### config.mk
export PLATFORM = sky130hd
export DESIGN_NAME = section_address_translator_top
export DESIGN_NICKNAME = d
export VERILOG_FILES = /design/src/hdl/sat_pkg.sv /design/src/hdl/sat_table.sv /design/src/hdl/sat_match.sv /design/src/hdl/section_address_translator_top.sv
export SDC_FILE = /design/constraint.sdc
export NUM_CORES = 2
export LEC_CHECK = 0
export BUFFER_PORTS_ARGS = -buffer_cell sky130_fd_sc_hd__buf_2
export CAP_MARGIN = 20
export CORE_UTILIZATION = 45
export DETAILED_ROUTE_END_ITERATION = 10
export SYNTH_ARGS = -nofsm -noshare
export SYNTH_HDL_FRONTEND = slang
export SYNTH_HIERARCHICAL = 1
export SYNTH_SLANG_ARGS = --single-unit
### constraint.sdc
create_clock -name aclk -period 10.51 [get_ports aclk]
set_clock_uncertainty 0.1 [all_clocks]
set_input_delay 1.051 -clock aclk [delete_from_list [all_inputs] [get_ports aclk]]
set_output_delay 1.051 -clock aclk [all_outputs]
set_load 0.05 [all_outputs]
### src/hdl/sat_pkg.sv
package sat_pkg;

    localparam int MAX_SECTIONS = 16;
    localparam int IDX_W        = (MAX_SECTIONS > 1) ? $clog2(MAX_SECTIONS) : 1;
    localparam int CNT_W        = $clog2(MAX_SECTIONS + 1);
    localparam int CFG_W        = 5;
    localparam int CMP_W        = (CFG_W > CNT_W) ? CFG_W : CNT_W;

    localparam int ADDR_W       = 32;
    localparam int ENTRY_IDX_W  = 4;
    localparam int S_TDATA_W    = 168;
    localparam int M_TDATA_W    = 32;

    typedef enum logic [1:0] {
        OP_WRITE = 2'd0,
        OP_V2R   = 2'd1,
        OP_R2V   = 2'd2
    } op_t;

    typedef enum logic [1:0] {
        STAT_OK      = 2'd0,
        STAT_NOMATCH = 2'd1,
        STAT_BEYOND  = 2'd2,
        STAT_WRITTEN = 2'd3
    } status_t;

    typedef enum logic [1:0] {
        S_IDLE,
        S_SCAN,
        S_RESP
    } state_t;

    typedef struct packed {
        logic [ADDR_W-1:0] rlen;
        logic [ADDR_W-1:0] rbase;
        logic [ADDR_W-1:0] vlen;
        logic [ADDR_W-1:0] vbase;
    } entry_t;

    typedef struct packed {
        logic              hit;
        status_t           status;
        logic [ADDR_W-1:0] addr;
    } match_t;

endpackage

### src/hdl/sat_table.sv
module sat_table (
    input  logic                        aclk,
    input  logic                        we,
    input  logic [sat_pkg::IDX_W-1:0]   waddr,
    input  sat_pkg::entry_t             wdata,
    input  logic                        re,
    input  logic [sat_pkg::IDX_W-1:0]   raddr,
    output sat_pkg::entry_t             rdata
);

    sat_pkg::entry_t mem [sat_pkg::MAX_SECTIONS];
    sat_pkg::entry_t rdata_reg;

    always_ff @(posedge aclk) begin
        if (we) begin
            mem[waddr] <= wdata;
        end
    end

    // registered read, enabled by re; rdata holds its last entry otherwise
    always_ff @(posedge aclk) begin
        if (re) begin
            rdata_reg <= mem[raddr];
        end
    end

    assign rdata = rdata_reg;

endmodule

### src/hdl/sat_match.sv
module sat_match (
    input  sat_pkg::entry_t                 entry,
    input  sat_pkg::op_t                    op,
    input  logic [sat_pkg::ADDR_W-1:0]      query,
    output sat_pkg::match_t                 match
);

    logic [sat_pkg::ADDR_W:0]   vend;
    logic [sat_pkg::ADDR_W:0]   rend;
    logic [sat_pkg::ADDR_W-1:0] fwd_off;
    logic [sat_pkg::ADDR_W-1:0] rev_addr;
    logic                       in_virt;
    logic                       in_raw;
    logic                       beyond;

    always_comb begin
        vend     = {1'b0, entry.vbase} + {1'b0, entry.vlen};
        rend     = {1'b0, entry.rbase} + {1'b0, entry.rlen};
        in_virt  = (query >= entry.vbase) && ({1'b0, query} < vend);
        // zero raw size leaves an empty raw window
        in_raw   = (query >= entry.rbase) && ({1'b0, query} < rend);
        fwd_off  = (query - entry.vbase) + entry.rbase;
        rev_addr = entry.vbase + (query - entry.rbase);
        beyond   = (entry.rlen != '0) && ({1'b0, fwd_off} >= rend);

        match.hit    = 1'b0;
        match.status = sat_pkg::STAT_NOMATCH;
        match.addr   = '0;
        case (op)
            sat_pkg::OP_V2R: begin
                if (in_virt) begin
                    match.hit    = 1'b1;
                    match.status = beyond ? sat_pkg::STAT_BEYOND : sat_pkg::STAT_OK;
                    match.addr   = beyond ? '0 : fwd_off;
                end
            end
            sat_pkg::OP_R2V: begin
                if (in_raw) begin
                    match.hit    = 1'b1;
                    match.status = sat_pkg::STAT_OK;
                    match.addr   = rev_addr;
                end
            end
            default: begin
                match.hit = 1'b0;
            end
        endcase
    end

endmodule

### src/hdl/section_address_translator_top.sv
// a write, an unused op or n = 0 goes from idle straight to the response state
// a query reads entries 0 to n - 1 in order and ends at the first hit or after the last entry,
// n = min(window_count, MAX_SECTIONS) sets the scan length, one table read per cycle
// throughput: one item at a time; a new input beat is taken only in idle,
// the cycle after the result is handed to the output register
// reset: aresetn sync active low clears control and window_count; table undefined until written
module section_address_translator_top (
    input  logic                            aclk,
    input  logic                            aresetn,

    // configuration: window_count
    input  logic                            cfg_valid,
    output logic                            cfg_ready,
    input  logic [sat_pkg::CFG_W-1:0]       cfg_data,

    input  logic                            s_tvalid,
    output logic                            s_tready,
    // entry_index[3:0], virt_base[35:4], virt_length[67:36], raw_base[99:68],
    // raw_length[131:100], query_addr[163:132], zero pad[167:164]
    input  logic [sat_pkg::S_TDATA_W-1:0]   s_tdata,
    // operation[1:0]
    input  logic [1:0]                      s_tuser,

    output logic                            m_tvalid,
    input  logic                            m_tready,
    // result_addr[31:0]
    output logic [sat_pkg::M_TDATA_W-1:0]   m_tdata,
    // status[1:0]
    output logic [1:0]                      m_tuser
);

    // input beat unpacking
    logic [sat_pkg::ENTRY_IDX_W-1:0] in_idx;
    sat_pkg::entry_t                 in_entry;
    logic [sat_pkg::ADDR_W-1:0]      in_query;
    sat_pkg::op_t                    in_op;
    logic                            s_accept;

    assign in_idx         = s_tdata[3:0];
    assign in_entry.vbase = s_tdata[35:4];
    assign in_entry.vlen  = s_tdata[67:36];
    assign in_entry.rbase = s_tdata[99:68];
    assign in_entry.rlen  = s_tdata[131:100];
    assign in_query       = s_tdata[163:132];
    assign in_op          = sat_pkg::op_t'(s_tuser);

    // registers
    sat_pkg::state_t                 state_reg, state_next;
    logic [sat_pkg::CFG_W-1:0]       count_reg;
    sat_pkg::op_t                    op_reg, op_next;
    logic [sat_pkg::ADDR_W-1:0]      query_reg, query_next;
    logic [sat_pkg::CNT_W-1:0]       n_reg, n_next;
    logic [sat_pkg::CNT_W-1:0]       rd_ptr_reg, rd_ptr_next;
    logic                            dv_reg, dv_next;
    logic                            last_reg, last_next;
    sat_pkg::status_t                res_status_reg, res_status_next;
    logic [sat_pkg::ADDR_W-1:0]      res_addr_reg, res_addr_next;
    logic                            m_tvalid_reg, m_tvalid_next;
    sat_pkg::status_t                m_status_reg, m_status_next;
    logic [sat_pkg::ADDR_W-1:0]      m_addr_reg, m_addr_next;

    // active entry count, clamped to the table depth
    logic [sat_pkg::CMP_W-1:0]       count_ext;
    logic [sat_pkg::CMP_W-1:0]       count_clamp;
    logic [sat_pkg::CNT_W-1:0]       active_n;

    assign count_ext   = sat_pkg::CMP_W'(count_reg);
    assign count_clamp = (count_ext > sat_pkg::CMP_W'(sat_pkg::MAX_SECTIONS)) ?
                         sat_pkg::CMP_W'(sat_pkg::MAX_SECTIONS) : count_ext;
    assign active_n    = count_clamp[sat_pkg::CNT_W-1:0];

    // table ports
    logic                            tbl_we;
    logic [sat_pkg::IDX_W-1:0]       tbl_waddr;
    logic                            tbl_re;
    logic [sat_pkg::IDX_W-1:0]       tbl_raddr;
    sat_pkg::entry_t                 tbl_rdata;
    sat_pkg::match_t                 match;
    logic                            out_load;

    assign cfg_ready = 1'b1;
    assign s_tready  = (state_reg == sat_pkg::S_IDLE);
    assign s_accept  = s_tvalid && s_tready;

    // writes land in the table on the accepting edge; an index past the depth is dropped
    assign tbl_we    = s_accept && (in_op == sat_pkg::OP_WRITE) &&
                       (32'(in_idx) < 32'(sat_pkg::MAX_SECTIONS));
    assign tbl_waddr = sat_pkg::IDX_W'(in_idx);

    // scan issues one read per cycle until the count is reached or a window hits
    assign tbl_re    = (state_reg == sat_pkg::S_SCAN) && (rd_ptr_reg < n_reg) &&
                       !(dv_reg && match.hit);
    assign tbl_raddr = rd_ptr_reg[sat_pkg::IDX_W-1:0];

    assign out_load  = (state_reg == sat_pkg::S_RESP) && (!m_tvalid_reg || m_tready);

    sat_table u_table (
        .aclk  (aclk),
        .we    (tbl_we),
        .waddr (tbl_waddr),
        .wdata (in_entry),
        .re    (tbl_re),
        .raddr (tbl_raddr),
        .rdata (tbl_rdata)
    );

    sat_match u_match (
        .entry (tbl_rdata),
        .op    (op_reg),
        .query (query_reg),
        .match (match)
    );

    // next state
    always_comb begin
        state_next = state_reg;
        case (state_reg)
            sat_pkg::S_IDLE: begin
                if (s_accept) begin
                    if (((in_op == sat_pkg::OP_V2R) || (in_op == sat_pkg::OP_R2V)) &&
                        (active_n != '0)) begin
                        state_next = sat_pkg::S_SCAN;
                    end else begin
                        state_next = sat_pkg::S_RESP;
                    end
                end
            end
            sat_pkg::S_SCAN: begin
                if (dv_reg && (match.hit || last_reg)) begin
                    state_next = sat_pkg::S_RESP;
                end
            end
            sat_pkg::S_RESP: begin
                if (out_load) begin
                    state_next = sat_pkg::S_IDLE;
                end
            end
            default: begin
                state_next = sat_pkg::S_IDLE;
            end
        endcase
    end

    // datapath and output register
    always_comb begin
        op_next         = op_reg;
        query_next      = query_reg;
        n_next          = n_reg;
        rd_ptr_next     = rd_ptr_reg;
        dv_next         = 1'b0;
        last_next       = 1'b0;
        res_status_next = res_status_reg;
        res_addr_next   = res_addr_reg;
        m_tvalid_next   = m_tvalid_reg && !m_tready;
        m_status_next   = m_status_reg;
        m_addr_next     = m_addr_reg;

        case (state_reg)
            sat_pkg::S_IDLE: begin
                if (s_accept) begin
                    op_next         = in_op;
                    query_next      = in_query;
                    n_next          = active_n;
                    rd_ptr_next     = '0;
                    res_addr_next   = '0;
                    // writes answer at once; unused op and empty table miss
                    res_status_next = (in_op == sat_pkg::OP_WRITE) ?
                                      sat_pkg::STAT_WRITTEN : sat_pkg::STAT_NOMATCH;
                end
            end
            sat_pkg::S_SCAN: begin
                if (tbl_re) begin
                    rd_ptr_next = rd_ptr_reg + sat_pkg::CNT_W'(1);
                    dv_next     = 1'b1;
                    last_next   = (rd_ptr_reg == (n_reg - sat_pkg::CNT_W'(1)));
                end
                if (dv_reg) begin
                    if (match.hit) begin
                        res_status_next = match.status;
                        res_addr_next   = match.addr;
                    end else if (last_reg) begin
                        res_status_next = sat_pkg::STAT_NOMATCH;
                        res_addr_next   = '0;
                    end
                end
            end
            sat_pkg::S_RESP: begin
                if (out_load) begin
                    m_tvalid_next = 1'b1;
                    m_status_next = res_status_reg;
                    m_addr_next   = res_addr_reg;
                end
            end
            default: begin
                dv_next = 1'b0;
            end
        endcase
    end

    // control registers
    always_ff @(posedge aclk) begin
        if (!aresetn) begin
            state_reg    <= sat_pkg::S_IDLE;
            count_reg    <= '0;
            dv_reg       <= 1'b0;
            last_reg     <= 1'b0;
            m_tvalid_reg <= 1'b0;
        end else begin
            state_reg    <= state_next;
            dv_reg       <= dv_next;
            last_reg     <= last_next;
            m_tvalid_reg <= m_tvalid_next;
            if (cfg_valid && cfg_ready) begin
                count_reg <= cfg_data;
            end
        end
    end

    // payload registers
    always_ff @(posedge aclk) begin
        op_reg         <= op_next;
        query_reg      <= query_next;
        n_reg          <= n_next;
        rd_ptr_reg     <= rd_ptr_next;
        res_status_reg <= res_status_next;
        res_addr_reg   <= res_addr_next;
        m_status_reg   <= m_status_next;
        m_addr_reg     <= m_addr_next;
    end

    assign m_tvalid = m_tvalid_reg;
    assign m_tuser  = m_status_reg;
    assign m_tdata  = m_addr_reg;

    // a table write never overlaps a scan read
    a_no_rw_overlap: assert property (@(posedge aclk) disable iff (!aresetn)
        !(tbl_we && tbl_re))
        else $error("table write and read in the same cycle");

    // every accepted beat leaves idle, so no second beat slips in
    a_accept_leaves_idle: assert property (@(posedge aclk) disable iff (!aresetn)
        s_accept |=> (state_reg != sat_pkg::S_IDLE))
        else $error("accepted beat did not start work");

    // the read pointer never runs past the active count
    a_ptr_bound: assert property (@(posedge aclk) disable iff (!aresetn)
        (state_reg == sat_pkg::S_SCAN) |-> (rd_ptr_reg <= n_reg))
        else $error("scan read pointer past active count");

    // a new output beat only comes from the response state
    a_out_from_resp: assert property (@(posedge aclk) disable iff (!aresetn)
        (m_tvalid_reg && !$past(m_tvalid_reg && !m_tready)) |->
        $past(state_reg == sat_pkg::S_RESP))
        else $error("output beat raised outside response state");

endmodule
==> Word level (Yosys, flattened, before mapping) <==
Memory sizes are Yosys's and may differ from the RTL's. A register that Yosys moved wholly into a read port is not among the register bits.
Cells that the tools add are included.
{ "totals": {"word_cells": 103, "n_memories": 1, "ramBits": 2048, "in_bits": 180, "regBits": 122} }
{ "memory_table": {"columns": ["name", "depth", "word_bits", "read_ports", "rd_ports_with_merged_regs", "wr", "line_no", "source"], "rows": [
  ["u_table.mem", 16, 128, 1, 1, 1, "sat_table.sv:11", "sat_pkg::entry_t mem [sat_pkg::MAX_SECTIONS];"]
]} }
{ "op_classes": {"n_lt_le_gt_ge": 7, "add_sub_neg": 8, "muxes": 31, "reduce_logical": 30, "n_eq_ne": 13} }
{ "ops": {"columns": ["operator", "n"], "rows": [
  ["$mux 32", 5],
  ["$mux 35", 2],
  ["$pmux 34 s2", 1],
  ["$add 32x32->33", 2],
  ["$lt 32x33->1", 2],
  ["$add 32x32->32", 2],
  ["$ge 32x32->1", 2],
  ["$pmux 32 s2", 1],
  ["$sub 32x32->32", 2],
  ["$ge 32x33->1", 1],
  ["$reduce_bool 32->1", 1],
  ["$mux 2", 10],
  ["$mux 5", 3],
  ["$logic_and 1x1->1", 12],
  ["$pmux 5 s2", 1],
  ["$reduce_and 3->1", 3],
  ["$eq 2x1->1 const B", 3],
  ["$eq 2x2->1 const B", 3],
  ["$ne 2x2->1 const B", 3],
  ["$pmux 2 s3", 1],
  ["$reduce_and 2->1", 3],
  ["$add 5x1->5 const B", 1],
  ["$eq 5x5->1", 1],
  ["$gt 5x5->1 const B", 1],
  ["other kinds (13)", 23]
]} }

==> Depth between registers and ports, before layout <==
{ "depth": {"depth_word": 12, "mapped_depth": 29, "depth_no_buf": 27} }

==> Modules after synthesis <==
Netlist, hierarchy kept.
{ "modules_own_cells": {"columns": ["module", "area_per_inst_um2", "cells_each", "n_inst"], "rows": [
  ["sat_table", 80612.3, 3365, 1],
  ["sat_match", 11735.0, 1522, 1],
  ["section_address_translator_top", 4428.0, 255, 1]
]} }

==> Least setup slack after synthesis <==
Ideal clock, no wire load.
{ "synth_path": {"path_type": "input port to flip-flop", "start": "in s_tuser[0]", "end": "mem u_table/mem[0][0] (netlist bit) (enable)", "required_time_ps": 9636, "path_stages": 5, "setup_ps": 774, "path_slack_ps": -934, "arrival_time_ps": 10570, "path_cell_list": "inv_1 -> ha_1 -> and3_1 -> or3b_2 -> nor3_1"} }
{ "synth_via": {"elab_chain_cells": 4} }
{ "synth_rtl": {"columns": ["element", "line_no", "source"], "rows": [
  ["start: declaration", "section_address_translator_top.sv:22", "input logic [1:0] s_tuser,"],
  ["$logic_not 2->1", "section_address_translator_top.sv:86", "assign tbl_we = s_accept && (in_op == sat_pkg::OP_WRITE) &&"],
  ["$logic_and 1x1->1", "section_address_translator_top.sv:86", null],
  ["net tbl_we", "section_address_translator_top.sv:73", "logic tbl_we;"],
  ["$mux 1", "sat_table.sv:15", "if (we) begin"],
  ["$mux 1 (implied by the code)", "sat_table.sv:16", "mem[waddr] <= wdata;"],
  ["end: declaration", "sat_table.sv:11", null]
]} }
The timed path passes the listed nets, and every way through them passes these cells.

==> flow_summary.ini <==
[layout]
drive_gt1_share_pct = 19.8
fin_nets = 6010
largest_reg_flops = 2048
fin_cells = 8495
fill_cells = 16984
post-route-util_pct = 51.0
fin_area_um2 = 109000
area_growth_pct = 12.2

[clocking]
clockRootBuffer = clkbuf_16
cts_hold_buf = 0
clock_sinks = 2298
clock_path_buffers = 3
clk_latency_ns = 0.88
post-cts-setup-buffers = 0
cts-resized-gates = 0
cts_tree = yes
path_clk_slew_ns = 0.06
cts_made_buffers = 227
htreeDepth = 4

[route]
antenna_left = 0
vias = 50401
drt_iter0_drc = 5254
drtPass1Iterations = 5
via_per_inst = 5.93
route.detailed.drc = 0
totalWireLength_um = 249000
wl_per_cell_um = 29.3

[worst_setup_path]
cp_slowest_cell = and3b_4
crit_type = flip-flop to flip-flop
required_ns = 10.94
crit_path_start_kind = flip-flop
max_stage_delay_ns = 0.72
critical_path.top_delay_family = compound AO/OA/AOI/OAI gates
critPathBufInv = 1
cp_common_cell = a21oi_1
cp.arrival_ns = 8.32
worst_setup_path_end_kind = flip-flop
crit_chain = ha_1, a21oi_1, o22ai_1, a2111oi_0, nor3_1, a21oi_1, o21ai_0, a21oi_1, o21bai_1, a21oi_1, xor2_1, ha_1, nand4_1, nor4_1, o211ai_1, nor4_1, a21o_1, a21oi_1, o32ai_1, nor3b_4, nand2b_1, a21oi_4, and3b_4, buf_12
cp_max_fo = 71

[logic_synthesis]
synth_area_per_cell_um2 = 18.8
ys_seq_elements = 2298
mappedNetlistNets = 5682
synth_top_cells_by_area = edfxtp_1, mux4_2, ha_1
seq_area_frac_synth_pct = 71.2
synth-edff-count = 2288
synth_commonest_cells = edfxtp_1, mux4_2, ha_1
ys.flop_type = edfxtp_1
async_reset_ff_share_pct = 0
ys_warn_count = 6
yosys.cell_count.top_type = edfxtp_1
synth_cells = 5142
syn_area_um2 = 96800
synth_cell_types = 85
synth_top_area_share_pct = 71.0
yosysTopAreaCell = edfxtp_1

[floorplan]
core_um2 = 213000
fp.dieH_um = 466
ios = 217
dieArea_um2 = 217000
num_rows = 169
die_w_um = 466
start_util_pct = 45.4

[power_and_ir_drop]
power_density_nw_per_um2 = 192
power.total_mw = 20.8
ir_drop_uv = 165
power.leakage_nw = 36.5

[timing]
hold_viol_final = 0
setup_viol_count_final = 0
drv_slew = 1
fin_crit_sh_pct = 75.1
rsz0062_at_grt = false
tightest_slew_ns = 1.50
maxSlewHeadroom_pct = -0.00869
setup_ws_ns = 2.62
setup_tns_ns = 0
period_minus_slack_ns = 7.89
max_clock_freq_ghz = 0.127
whs_ns = 0.245

[grt]
grt_overflow = 0
grt_pass1_vias = 49656
grt_start_max_net_pins = 125
antenna_found_initial = 66
grt_pass1_wl_um = 354000
grt_usage_pct = 22.9

[place]
place_ws_ns = 2.77
hpwl_um = 145000
place_congestion = 0.903
post_dp_cell_area_um2 = 101000
port_buffers = 211
dp_cells = 8061

[min_path]
hold_class = input pin to flip-flop

[run_status]
violations = max-slew violations
outcome = complete, but fails checks

[flow_run]
drv_cap = 0
## path summary, 6_finish.rpt
check                      end  cells past startpoint              start  slack [ns]
max          u_table/rdata[41]                     24  u_table/rdata[67]        2.62
min              query_reg[17]                      1       s_tdata[149]        0.24
max reg2reg  u_table/rdata[41]                     24  u_table/rdata[67]        2.62
min reg2reg        m_tdata[12]                      0   res_addr_reg[12]        0.32
## where the power goes
part           switching (mW)  internal [mW]  total (mW)
registers              0.0878           10.2        10.3
logic                    1.74           1.05        2.79
clock network            3.45           4.26        7.72
## worst register-to-register path, delay by kind of cell, from the launching register on
kind	cells	cell delay [ns]
compound gates	13	2.88
xor+xnor	1	0.18
fa+ha+maj	2	0.75
buf+inv	1	0.51
flops	1	0.50
simple gates	7	2.63
## final cells by class
type / count / area (um2) / share of cell area, %
timing repair buffer: 293 / 1980 / 1.83
antenna: 10 / 25.0 / 0.0230
sequential: 2298 / 68900 / 63.5
inverter: 230 / 863 / 0.795
clock inverter: 138 / 1180 / 1.09
multi-input combinational: 2420 / 26200 / 24.1
tap: 2821 / 3530 / 3.25
clock buffer: 285 / 5900 / 5.43
## layer usage
layer  vias to the layer above  global-route usage [%]  wire length, um
met3                       399                    3.54            16800
met4                        44                    6.19             6670
li1                      21614                       -                -
met5                         -                       0              280
met2                      1776                    35.9           116000
met1                     26568                    33.5           110000
## kinds of logic after synthesis
| kind of cell | synth area share (%) |
|---|---|
| flip-flops | 71.2 |
| AO/OA/AOI/OAI | 5.78 |
| multiplexers | 12.0 |
| AND/OR/NAND/NOR | 2.84 |
| buffers and inverters | 1.95 |
| adder cells (fa/ha/maj) | 5.15 |
| XOR/XNOR | 1.07 |
| other | 0.00387 |
## cell usage in the layout, fill, tap and decap left out, drive strengths merged, types with 6 or more instances in the layout
| cell | netlist | layout |
|---|---|---|
| edfxtp | 2288 | 2288 |
| a21oi | 179 | 179 |
| fa | 64 | 64 |
| xor2 | 53 | 53 |
| a21o | 88 | 88 |
| ha | 296 | 296 |
| nand2 | 200 | 200 |
| or2 | 6 | 6 |
| o22ai | 22 | 22 |
| nor2 | 98 | 98 |
| a221o | 6 | 6 |
| a22o | 31 | 31 |
| mux2i | 90 | 90 |
| dfxtp | 10 | 10 |
| mux4 | 476 | 476 |
| nor3 | 31 | 31 |
| inv | 230 | 242 |
| buf | 95 | 293 |
| bufinv | 0 | 11 |
| a31oi | 16 | 16 |
| nand2b | 28 | 28 |
| o21a | 18 | 18 |
| clkbuf | 99 | 285 |
| o21bai | 18 | 18 |
| nor4 | 14 | 14 |
| nor2b | 35 | 35 |
| a22oi | 223 | 223 |
| a211oi | 46 | 46 |
| diode | 0 | 10 |
| o211ai | 28 | 28 |
| clkinv | 0 | 104 |
| a2111oi | 6 | 6 |
| and2 | 41 | 41 |
| nand4 | 34 | 34 |
| clkinvlp | 0 | 11 |
| and3 | 13 | 13 |
| nand3 | 40 | 40 |
| xnor2 | 64 | 64 |
| o21ai | 87 | 87 |
(Power assumes the default switching activity.)
